`config.mk`:
```
export PLATFORM = sky130hd
export DESIGN_NAME = arp_cache_resolver
export DESIGN_NICKNAME = d
export VERILOG_FILES = /design/src/rtl/arpc_pkg.sv /design/src/rtl/arp_cache_resolver.sv /design/src/rtl/arpc_cell.sv
export SDC_FILE = /design/constraint.sdc
export NUM_CORES = 2
export LEC_CHECK = 0
export BUFFER_PORTS_ARGS = -buffer_cell sky130_fd_sc_hd__buf_2
export CAP_MARGIN = 10
export CORE_MARGIN = 3
export CORE_UTILIZATION = 65
export CTS_BUF_LIST = sky130_fd_sc_hd__clkbuf_2
export DETAILED_ROUTE_END_ITERATION = 8
export PLACE_DENSITY_LB_ADDON = 0.12
export SYNTH_ARGS = -nofsm -noshare
export SYNTH_HDL_FRONTEND = slang
export SYNTH_SLANG_ARGS = --single-unit
```
`constraint.sdc`:
```
create_clock -name clk -period 28.1 [get_ports clk]
set_input_delay 5.62 -clock clk [delete_from_list [all_inputs] [get_ports clk]]
set_output_delay 5.62 -clock clk [all_outputs]
set_load 0.02 [all_outputs]
```
`src/rtl/arpc_pkg.sv`:
```
`timescale 1ns / 1ps
// ----------------------------------------------------------------------------
// arpc_pkg
// Shared types and constants for the ARP cache resolver: cache geometry,
// result kinds, register indexes and the structs passed along the cell chain.
// ----------------------------------------------------------------------------
package arpc_pkg;

  localparam int CACHE_ENTRIES = 16;
  localparam int IDX_W = (CACHE_ENTRIES > 1) ? $clog2(CACHE_ENTRIES) : 1;

  localparam int IP_W   = 32;
  localparam int MAC_W  = 48;
  localparam int TICK_W = 32;
  localparam int LEN_W  = 16;
  localparam int OP_W   = 16;

  localparam int IN_DATA_W  = 176;
  localparam int OUT_DATA_W = 80;
  localparam int CFG_IDX_W  = 2;
  localparam int CFG_DATA_W = 48;

  localparam logic [LEN_W-1:0] MIN_ARP_LEN   = 16'd28;
  localparam logic [OP_W-1:0]  OP_REQUEST    = 16'd1;
  localparam logic [IP_W-1:0]  ALL_ONES_IP   = 32'hFFFF_FFFF;
  localparam logic [MAC_W-1:0] BCAST_MAC     = 48'hFFFF_FFFF_FFFF;

  localparam logic [CFG_IDX_W-1:0] CFG_OWN_IP      = 2'd0;
  localparam logic [CFG_IDX_W-1:0] CFG_OWN_MAC     = 2'd1;
  localparam logic [CFG_IDX_W-1:0] CFG_SUBNET_MASK = 2'd2;

  typedef enum logic [1:0] {
    KIND_RESOLVED = 2'd0,
    KIND_REQUEST  = 2'd1,
    KIND_REPLY    = 2'd2
  } kind_t;

  typedef enum logic [1:0] {
    S_IDLE,
    S_SCAN,
    S_DONE
  } state_t;

  // lookup token walking down the cells, one cell per cycle
  typedef struct packed {
    logic              vld;
    logic [IP_W-1:0]   ip;
    logic              match;
    logic [IDX_W-1:0]  match_idx;
    logic [MAC_W-1:0]  match_mac;
    logic              free;
    logic [IDX_W-1:0]  free_idx;
    logic [IDX_W-1:0]  old_idx;
    logic [TICK_W-1:0] old_stamp;
  } scan_t;

  // entry write broadcast to every cell
  typedef struct packed {
    logic              en;
    logic [IDX_W-1:0]  idx;
    logic [IP_W-1:0]   ip;
    logic [MAC_W-1:0]  mac;
    logic [TICK_W-1:0] stamp;
  } wr_t;

endpackage

```
`src/rtl/arp_cache_resolver.sv`:
```
`timescale 1ns / 1ps
// ----------------------------------------------------------------------------
// arp_cache_resolver
// ARP offload cache: learns sender pairs from received packets, orders
// replies to requests for our address and resolves IPs to MACs.
// ----------------------------------------------------------------------------
//  channel | dir | handshake             | content
//  in      | in  | in_tvalid/in_tready   | tuser: func; tdata: packet fields
//  out     | out | out_tvalid/out_tready | tuser: kind; tdata: dest_mac,dest_ip
//  cfg     | in  | cfg_we                | own_ip, own_mac, subnet_mask
//
//  a short packet with func 0 is dropped in the cycle it is taken; any other
//  word sends a token down the row of CACHE_ENTRIES cells, one cell per cycle,
//  then, in the done state, writes the entry (func 0 only) and loads any
//  result. reset clears all entry valid bits at once. a full output register
//  stalls a finishing word that has a result until it drains; the next word
//  is taken as soon as the current one has finished.
// ----------------------------------------------------------------------------
module arp_cache_resolver (
  input  logic                              clk,
  input  logic                              rst_n,
  input  logic                              in_tvalid,
  output logic                              in_tready,
  // tdata: packet_length, opcode, src_ip, src_mac, tgt_ip, now_tick
  input  logic [arpc_pkg::IN_DATA_W-1:0]    in_tdata,
  // tuser: func
  input  logic [0:0]                        in_tuser,
  output logic                              out_tvalid,
  input  logic                              out_tready,
  // tdata: dest_mac, dest_ip
  output logic [arpc_pkg::OUT_DATA_W-1:0]   out_tdata,
  // tuser: kind
  output logic [1:0]                        out_tuser,
  input  logic                              cfg_we,
  input  logic [arpc_pkg::CFG_IDX_W-1:0]    cfg_index,
  input  logic [arpc_pkg::CFG_DATA_W-1:0]   cfg_wdata
);
  import arpc_pkg::*;

  logic [LEN_W-1:0]  in_len;
  logic [OP_W-1:0]   in_op;
  logic [IP_W-1:0]   in_sip;
  logic [MAC_W-1:0]  in_smac;
  logic [IP_W-1:0]   in_tip;
  logic [TICK_W-1:0] in_tick;

  assign in_len  = in_tdata[15:0];
  assign in_op   = in_tdata[31:16];
  assign in_sip  = in_tdata[63:32];
  assign in_smac = in_tdata[111:64];
  assign in_tip  = in_tdata[143:112];
  assign in_tick = in_tdata[175:144];

  state_t            state_r, state_nxt;
  logic [IP_W-1:0]   own_ip_r;
  logic [IP_W-1:0]   subnet_mask_r;

  logic              func_r;
  logic [OP_W-1:0]   op_r;
  logic [IP_W-1:0]   sip_r;
  logic [MAC_W-1:0]  smac_r;
  logic [IP_W-1:0]   tip_r;
  logic [TICK_W-1:0] tick_r;
  scan_t             res_r;

  logic              out_valid_r, out_valid_nxt;
  kind_t             out_kind_r, out_kind_nxt;
  logic [MAC_W-1:0]  out_mac_r, out_mac_nxt;
  logic [IP_W-1:0]   out_ip_r, out_ip_nxt;

  logic              accept;
  logic              scan_start;
  logic              out_load;
  logic              res_need;
  kind_t             res_kind;
  logic [MAC_W-1:0]  res_mac;
  logic [IP_W-1:0]   res_ip;
  logic [IP_W-1:0]   host_bits;
  wr_t               wr;
  scan_t             scan_head;
  scan_t             chain [CACHE_ENTRIES+1];

  // own_mac only feeds frame building downstream, so it is not kept here
  always_ff @(posedge clk) begin
    if (!rst_n) begin
      own_ip_r      <= '0;
      subnet_mask_r <= '0;
    end else if (cfg_we) begin
      unique case (cfg_index)
        CFG_OWN_IP:      own_ip_r      <= cfg_wdata[IP_W-1:0];
        CFG_SUBNET_MASK: subnet_mask_r <= cfg_wdata[IP_W-1:0];
        default: ;
      endcase
    end
  end

  assign accept     = in_tvalid && in_tready;
  assign scan_start = accept && !(!in_tuser[0] && (in_len < MIN_ARP_LEN));

  always_comb begin
    scan_head     = '0;
    scan_head.vld = scan_start;
    scan_head.ip  = in_tuser[0] ? in_tip : in_sip;
  end

  assign chain[0] = scan_head;

  genvar gi;
  generate
    for (gi = 0; gi < CACHE_ENTRIES; gi++) begin : g_cell
      arpc_cell u_cell (
        .clk      (clk),
        .rst_n    (rst_n),
        .cell_idx (IDX_W'(gi)),
        .scan_in  (chain[gi]),
        .scan_out (chain[gi+1]),
        .wr       (wr)
      );
    end
  endgenerate

  assign host_bits = ~subnet_mask_r;

  // result for the finished lookup
  always_comb begin
    res_need = 1'b1;
    res_kind = KIND_RESOLVED;
    res_mac  = BCAST_MAC;
    res_ip   = tip_r;
    if (!func_r) begin
      res_need = (op_r == OP_REQUEST) && (own_ip_r != '0) && (tip_r == own_ip_r);
      res_kind = KIND_REPLY;
      res_mac  = smac_r;
      res_ip   = sip_r;
    end else if ((tip_r == ALL_ONES_IP) || ((tip_r & host_bits) == host_bits)) begin
      res_kind = KIND_RESOLVED;
    end else if (res_r.match) begin
      res_kind = KIND_RESOLVED;
      res_mac  = res_r.match_mac;
    end else begin
      res_kind = KIND_REQUEST;
    end
  end

  always_comb begin
    state_nxt     = state_r;
    in_tready     = 1'b0;
    out_load      = 1'b0;
    wr            = '0;
    wr.ip         = sip_r;
    wr.mac        = smac_r;
    wr.stamp      = tick_r;
    priority if (res_r.match) begin
      wr.idx = res_r.match_idx;
    end else if (res_r.free) begin
      wr.idx = res_r.free_idx;
    end else begin
      wr.idx = res_r.old_idx;
    end
    unique case (state_r)
      S_IDLE: begin
        in_tready = 1'b1;
        if (scan_start) begin
          state_nxt = S_SCAN;
        end
      end
      S_SCAN: begin
        if (chain[CACHE_ENTRIES].vld) begin
          state_nxt = S_DONE;
        end
      end
      S_DONE: begin
        // hold while a result is due and the output register is still full and not draining
        if (!res_need || !out_valid_r || out_tready) begin
          out_load  = res_need;
          wr.en     = !func_r;
          state_nxt = S_IDLE;
        end
      end
      default: state_nxt = S_IDLE;
    endcase
  end

  always_comb begin
    out_valid_nxt = out_valid_r;
    out_kind_nxt  = out_kind_r;
    out_mac_nxt   = out_mac_r;
    out_ip_nxt    = out_ip_r;
    if (out_valid_r && out_tready) begin
      out_valid_nxt = 1'b0;
    end
    if (out_load) begin
      out_valid_nxt = 1'b1;
      out_kind_nxt  = res_kind;
      out_mac_nxt   = res_mac;
      out_ip_nxt    = res_ip;
    end
  end

  always_ff @(posedge clk) begin
    if (!rst_n) begin
      state_r     <= S_IDLE;
      out_valid_r <= 1'b0;
    end else begin
      state_r     <= state_nxt;
      out_valid_r <= out_valid_nxt;
    end
  end

  always_ff @(posedge clk) begin
    out_kind_r <= out_kind_nxt;
    out_mac_r  <= out_mac_nxt;
    out_ip_r   <= out_ip_nxt;
    if (scan_start) begin
      func_r <= in_tuser[0];
      op_r   <= in_op;
      sip_r  <= in_sip;
      smac_r <= in_smac;
      tip_r  <= in_tip;
      tick_r <= in_tick;
    end
    if (chain[CACHE_ENTRIES].vld) begin
      res_r <= chain[CACHE_ENTRIES];
    end
  end

  assign out_tvalid = out_valid_r;
  assign out_tdata  = {out_ip_r, out_mac_r};
  assign out_tuser  = out_kind_r;

`ifndef SYNTHESIS
  // the token entered at the head of the row leaves the last cell with no stall on the way
  a_scan_latency: assert property (@(posedge clk) disable iff (!rst_n)
    scan_start |-> ##CACHE_ENTRIES chain[CACHE_ENTRIES].vld)
    else $error("lookup token did not leave the cell row on time");

  // no new word is taken while a token leaves the last cell of the row
  a_no_overlap: assert property (@(posedge clk) disable iff (!rst_n)
    in_tready |-> !chain[CACHE_ENTRIES].vld)
    else $error("word taken while a lookup is in flight");

  // resolve never changes the cache
  a_resolve_ro: assert property (@(posedge clk) disable iff (!rst_n)
    wr.en |-> !func_r)
    else $error("entry write for a resolve word");

  // a loaded reply carries the reply kind and the sender IP
  a_reply_src: assert property (@(posedge clk) disable iff (!rst_n)
    (out_load && !func_r) |=> (out_kind_r == KIND_REPLY) && (out_ip_r == $past(sip_r)))
    else $error("reply result does not match the sender");
`endif

endmodule

```
`src/rtl/arpc_cell.sv`:
```
`timescale 1ns / 1ps
// ----------------------------------------------------------------------------
// arpc_cell
// One cache entry. Folds its entry into the passing lookup token (match,
// first free slot, oldest stamp) and registers the token for the next cell.
// ----------------------------------------------------------------------------
module arpc_cell (
  input  logic                      clk,
  input  logic                      rst_n,
  input  logic [arpc_pkg::IDX_W-1:0] cell_idx,
  input  arpc_pkg::scan_t           scan_in,
  output arpc_pkg::scan_t           scan_out,
  input  arpc_pkg::wr_t             wr
);
  import arpc_pkg::*;

  logic              valid_r;
  logic [IP_W-1:0]   ip_r;
  logic [MAC_W-1:0]  mac_r;
  logic [TICK_W-1:0] stamp_r;
  scan_t             scan_r;
  scan_t             scan_nxt;

  always_comb begin
    scan_nxt = scan_in;
    if (valid_r && (ip_r == scan_in.ip) && !scan_in.match) begin
      scan_nxt.match     = 1'b1;
      scan_nxt.match_idx = cell_idx;
      scan_nxt.match_mac = mac_r;
    end
    if (!valid_r && !scan_in.free) begin
      scan_nxt.free     = 1'b1;
      scan_nxt.free_idx = cell_idx;
    end
    // first cell seeds the oldest search, strict compare keeps lowest index
    if ((cell_idx == '0) || (stamp_r < scan_in.old_stamp)) begin
      scan_nxt.old_idx   = cell_idx;
      scan_nxt.old_stamp = stamp_r;
    end
  end

  // only the valid bits are reset, the data lanes simply follow
  always_ff @(posedge clk) begin
    if (!rst_n) begin
      valid_r    <= 1'b0;
      scan_r.vld <= 1'b0;
    end else begin
      scan_r.vld <= scan_nxt.vld;
      if (wr.en && (wr.idx == cell_idx)) begin
        valid_r <= 1'b1;
      end
    end
    scan_r.ip        <= scan_nxt.ip;
    scan_r.match     <= scan_nxt.match;
    scan_r.match_idx <= scan_nxt.match_idx;
    scan_r.match_mac <= scan_nxt.match_mac;
    scan_r.free      <= scan_nxt.free;
    scan_r.free_idx  <= scan_nxt.free_idx;
    scan_r.old_idx   <= scan_nxt.old_idx;
    scan_r.old_stamp <= scan_nxt.old_stamp;
    if (wr.en && (wr.idx == cell_idx)) begin
      ip_r    <= wr.ip;
      mac_r   <= wr.mac;
      stamp_r <= wr.stamp;
    end
  end

  assign scan_out = scan_r;

endmodule
```
Word-level counts from Yosys, hierarchy flattened --
Index checks and enable logic that the tools add are counted.
Word-level totals: register bits 4133, output and inout bits 84, logic and storage cells 466
Operators by class: $lt $le $gt $ge 16, equality and inequality tests 41, multiplexer cells 51, bitwise gates (word level) 3, reduce and logical (&&, ||, !) cells 130
Operators with widths (count):
- $mux 48 | 18
- $eq 32x32->1 | 18
- $lt 32x32->1 | 15
- $mux 32 | 15
- $logic_and 1x1->1 | 68
- $mux 53 | 1
- $logic_not 1->1 | 50
- $mux 33 | 1
- $and 32x32->32 | 1
- $eq 32x32->1 const B | 1
- $eq 4x4->1 const B | 8
- $not 32->32 | 1
- $reduce_bool 32->1 | 1
- $eq 16x1->1 const B | 1
- $eq 4x3->1 const B | 4
- $lt 16x5->1 const B | 1
- $mux 1 | 9
- $eq 4x2->1 const B | 2
- $mux 4 | 2
- $mux 2 | 3
- $pmux 2 s3 | 1
- $mux 5 | 1
- $eq 2x2->1 const B | 2
- $eq 4x1->1 const B | 1
- other kinds (11) | 16

Longest topological paths before layout --
depth after elaboration 10, gate-level depth with buffers 11, mapped depth without buffers 9

By module --
Synthesis repeated with hierarchy kept, for this count alone.
Second synthesis, totals: cell total of the unflattened synthesis 9208, area, all modules 148235.9 µm²
By module, submodules not included:
- arpc_cell (g_cell[0].u_cell ...) | instances 10, cells an instance 522, area an instance 8390.5 µm²
- arpc_cell (g_cell[4].u_cell ...) | instances 5, cells an instance 523, area an instance 8450.6 µm²
- arp_cache_resolver | instances 1, cells an instance 851, area an instance 13698.1 µm²
- arpc_cell (g_cell[9].u_cell) | instances 1, cells an instance 522, area an instance 8379.3 µm²

Worst setup path before layout --
OpenSTA, ideal clock, no wires.
path type in2reg, start point input port out_tready, end point register g_cell[3].u_cell.ip_r[0] (enable), setup time 723 ps, arrival 14355 ps, data required time 27377 ps, setup slack 13023 ps, stages 6, path buffers 2, path through nand2b_1 > nor4_1 > or4b_1 > clkbuf_1 > clkbuf_1 > nor3_1
On the way: cells in the longest elaborated chain, start to end 4
Ends and longest elaborated chain:
- from (decl) | line arp_cache_resolver.sv:29 | input logic out_tready,
- $logic_or 1x1->1 | line arp_cache_resolver.sv:174 | if (!res_need || !out_valid_r || out_tready) begin
- $mux 1 | line arp_cache_resolver.sv:174
- $mux 1 | line arp_cache_resolver.sv:160 | unique case (state_r)
- $logic_and 1x1->1 | line arpc_cell.sv:61 | if (wr.en && (wr.idx == cell_idx)) begin
- to (signal assigned) | line arpc_cell.sv:62 | ip_r <= wr.ip;
- to (decl) | line arpc_cell.sv:18 | logic [IP_W-1:0] ip_r;
Every way passes these cells. A chain may end at the register's enable or synchronous reset.

Worst setup path after layout --
start point register out_mac_r[46], end point output port out_tdata[46] (netlist bit)
RTL lines:
- from (decl) | line arp_cache_resolver.sv:68 | logic [MAC_W-1:0] out_mac_r, out_mac_nxt;
- from (signal assigned) | line arp_cache_resolver.sv:212 | out_mac_r <= out_mac_nxt;
- to (decl) | line arp_cache_resolver.sv:31 | output logic [arpc_pkg::OUT_DATA_W-1:0] out_tdata,
No word-level cell between the ends.

==> results.sh <==
export IMPL_clk_insertion_delay_late_ps=1960
export IMPL_vias=74000
export IMPL_drt_iter0_drc=4506
export IMPL_start_kind="flip-flop"
export IMPL_postLayoutCoreUtil_pct=72.0
export IMPL_coreArea_um2=213000
export IMPL_cts_tree="yes"
export IMPL_ys_warnings_count=0
export IMPL_slew_viol_final=0
export IMPL_n_fill_cell=14000
export IMPL_grt_antenna_before_repair=17
export IMPL_synth_seq_area_share_pct=74.1
export IMPL_nets=10700
export IMPL_slowest_stage="edfxtp_1"
export IMPL_wl_per_cell_um=22.1
export IMPL_outcome="finished, final reports clean"
export IMPL_die_h_um=469
export IMPL_synth_fp_nets=9610
export IMPL_rows=169
export IMPL_synth_area_um2=139000
export IMPL_multi_input_area_um2=33700
export IMPL_grt_first_pass_wirelength_mm=453
export IMPL_synth_distinct_cells=66
export IMPL_die_area_um2=220000
export IMPL_hold_viol_final=0
export IMPL_clk_transition_reported_paths_ps=120
export IMPL_crit_fanout=1
export IMPL_relSlewSlack_pct=18.4
export IMPL_clock_sink_count=4103
export IMPL_synthFlopType="edfxtp_1"
export IMPL_endpoint_kind="primary output"
export IMPL_port_buffers=297
export IMPL_async_flop_share_pct=0
export IMPL_cp_data_arrival_time_ps=2700
export IMPL_overflow=0
export IMPL_grt_usage_pct=27.6
export IMPL_power_density_nw_per_um2=67.1
export IMPL_critPathMaxStageDelay_ps=550
export IMPL_postCtsSetupRepairBufs=0
export IMPL_cp_num_buf_inv=1
export IMPL_p_leak_uw=0.0616
export IMPL_rsz0062_at_grt="false"
export IMPL_regArea_um2=103000
export IMPL_drtAntennaViolNets=0
export IMPL_crit_family="flip-flops"
export IMPL_final_common_cell="edfxtp_1"
export IMPL_ys_ff_latch=4103
export IMPL_dieWidth_um=469
export IMPL_cts_buffer_depth=4
export IMPL_drcViolationCount=0
export IMPL_crit_chain="buf_2"
export IMPL_globalplace_congestion=0.857
export IMPL_setup_tns_ps=0
export IMPL_layout_common_cells="edfxtp_1 (2,097), dfxtp_1 (2,005), clkbuf_2 (1,510)"
export IMPL_pin_count=316
export IMPL_grt_start_max_net_pins=114
export IMPL_htree_levels=6
export IMPL_synth_edf_count=2097
export IMPL_dr_pass1_iters=5
export IMPL_cts_hold_buf=0
export IMPL_post_cts_resized=0
export IMPL_cts_root_buf="clkbuf_2"
export IMPL_min_path_type="flip-flop to flip-flop"
export IMPL_max_freq_mhz=120
export IMPL_fin_crit_ps=8320
export IMPL_crit_required_ps=22480
export IMPL_post_route_period_util_pct=29.6
export IMPL_drive_gt1_share_pct=28.4
export IMPL_numCtsBuffers=927
export IMPL_syn_inst=8913
export IMPL_area_growth_pct=10.0
export IMPL_drv_cap=0
export IMPL_tightest_slew_ps=1220
export IMPL_vdd_drop_max_v=0.0000503
export IMPL_finalClockSkew_ps=185
export IMPL_hpwlAfterDp_mm=189
export IMPL_avgViaCountPerCell=5.41
export IMPL_grt_pass1_vias=77900
export IMPL_ff2ff_setup_slack_ps=23220
export IMPL_critical_path_class="flip-flop to primary output"
export IMPL_start_util_pct=65.5
export IMPL_drt_total_wl_mm=302
export IMPL_syn_avg_cell_area_um2=15.6
export IMPL_finalSetupViolCount=0
==> final timing paths <==
| kind | startpoint | end | depth (start not counted) |
|---|---|---|---|
| max | out_mac_r[46]$_DFFE_PP_ | out_tdata[46] | 1 |
| min | g_cell[2].u_cell.scan_out[117]$_DFF_P_ | g_cell[3].u_cell.scan_out[117]$_DFF_P_ | 0 |
| max reg2reg | own_ip_r[3]$_SDFFE_PN0P_ | g_cell[2].u_cell.ip_r[12]$_DFFE_PP_ | 8 |
| min reg2reg | g_cell[2].u_cell.scan_out[117]$_DFF_P_ | g_cell[3].u_cell.scan_out[117]$_DFF_P_ | 0 |
==> state kept, by name (all words and copies together) (netlist names) <==
signal and flops:
own_ip_r 32, g_cell.u_cell.valid_r 16, subnet_mask_r 32, op_r 16
g_cell.u_cell.stamp_r 512, out_mac_r 48, res_r 62, state_r 2
func_r 1, out_tvalid 1, out_tuser 2, g_cell.u_cell.mac_r 768
out_ip_r 32, g_cell.u_cell.ip_r 512, g_cell.u_cell.scan_out 1923, smac_r 48
tick_r 32, tip_r 32, sip_r 32
==> cell usage after synthesis (4+ instances only) <==
library cell / count / share of area [%]
edfxtp_1: 2097 / 45
dfxtp_1: 2006 / 29
mux2_2: 1035 / 8.4
nand2_1: 771 / 2.1
inv_1: 497 / 1.3
ha_1: 465 / 4.2
xnor2_1: 381 / 2.4
nand4_1: 168 / 0.76
xor2_1: 157 / 0.99
clkbuf_1: 156 / 0.42
a21oi_1: 111 / 0.40
nor2_1: 99 / 0.27
a21o_1: 96 / 0.52
and2_1: 94 / 0.42
nand2b_1: 91 / 0.41
nor4_1: 84 / 0.38
o21ai_0: 76 / 0.27
a21boi_0: 65 / 0.35
nand3_1: 56 / 0.20
o22a_1: 48 / 0.30
or2_2: 39 / 0.18
nor3_1: 35 / 0.13
o22ai_1: 27 / 0.12
a211oi_1: 26 / 0.14
buf_2: 26 / 0.093
nor2b_1: 26 / 0.12
o21a_1: 25 / 0.13
nor4b_1: 16 / 0.10
a31oi_1: 12 / 0.054
o211ai_1: 10 / 0.054
a2111oi_0: 7 / 0.044
buf_1: 7 / 0.019
o31ai_1: 7 / 0.038
a221oi_1: 6 / 0.038
a41oi_1: 6 / 0.038
and3_1: 6 / 0.027
nand4b_1: 6 / 0.038
o21bai_1: 6 / 0.032
o221ai_1: 6 / 0.038
o31a_1: 6 / 0.038
mux2_4: 5 / 0.054
nand3b_1: 5 / 0.027
mux2i_1: 4 / 0.029
==> power by group <==
part / internal, µW / switching [µW]
clock network: 1460 / 2190
logic: 65.4 / 80.7
registers: 6360 / 115
total: 7890 / 2390
==> final cells by class <==
type	instances	share of cell area, %
diodes	15	0.0245
inverters	497	1.22
well taps	2821	2.31
flip-flops and latches	4103	67.4
clock inverters	211	0.668
clock buffers	1510	4.94
multi-input cells	4118	22.0
repair buffers	395	1.49
==> per-stage QoR <==
step           hold slack (ps)  cell area [µm²]  setup WS [ps]  power [µW]  instances
6_report                   298           153000          19780       10300      13700
4_1_cts                    266           153000          19490       10400      13700
2_1_floorplan              323           139000          13020        6640       8913
3_3_place_gp               324           144000          18740        6760      11900
3_5_place_dp               327           144000          18690        6760      11900
5_1_grt                    273           153000          19550       10700      13700
==> cell families after synthesis <==
family,after synthesis,synth area share (%)
flip-flops,4103,74.1
AND/OR/NAND/NOR,1510,5.21
multiplexers,1044,8.46
buffers and inverters,692,1.91
AO/OA/AOI/OAI,561,2.75
XOR/XNOR,538,3.39
adder cells (fa/ha/maj),465,4.18
==> layer usage <==
metal  GRT usage (%)  wire, µm
met1            34.2    123000
met2            47.5    152000
met3            5.34     16600
met4            11.6     11000
met5               0        47
Note: power is estimated with default switching activity, not from simulation.
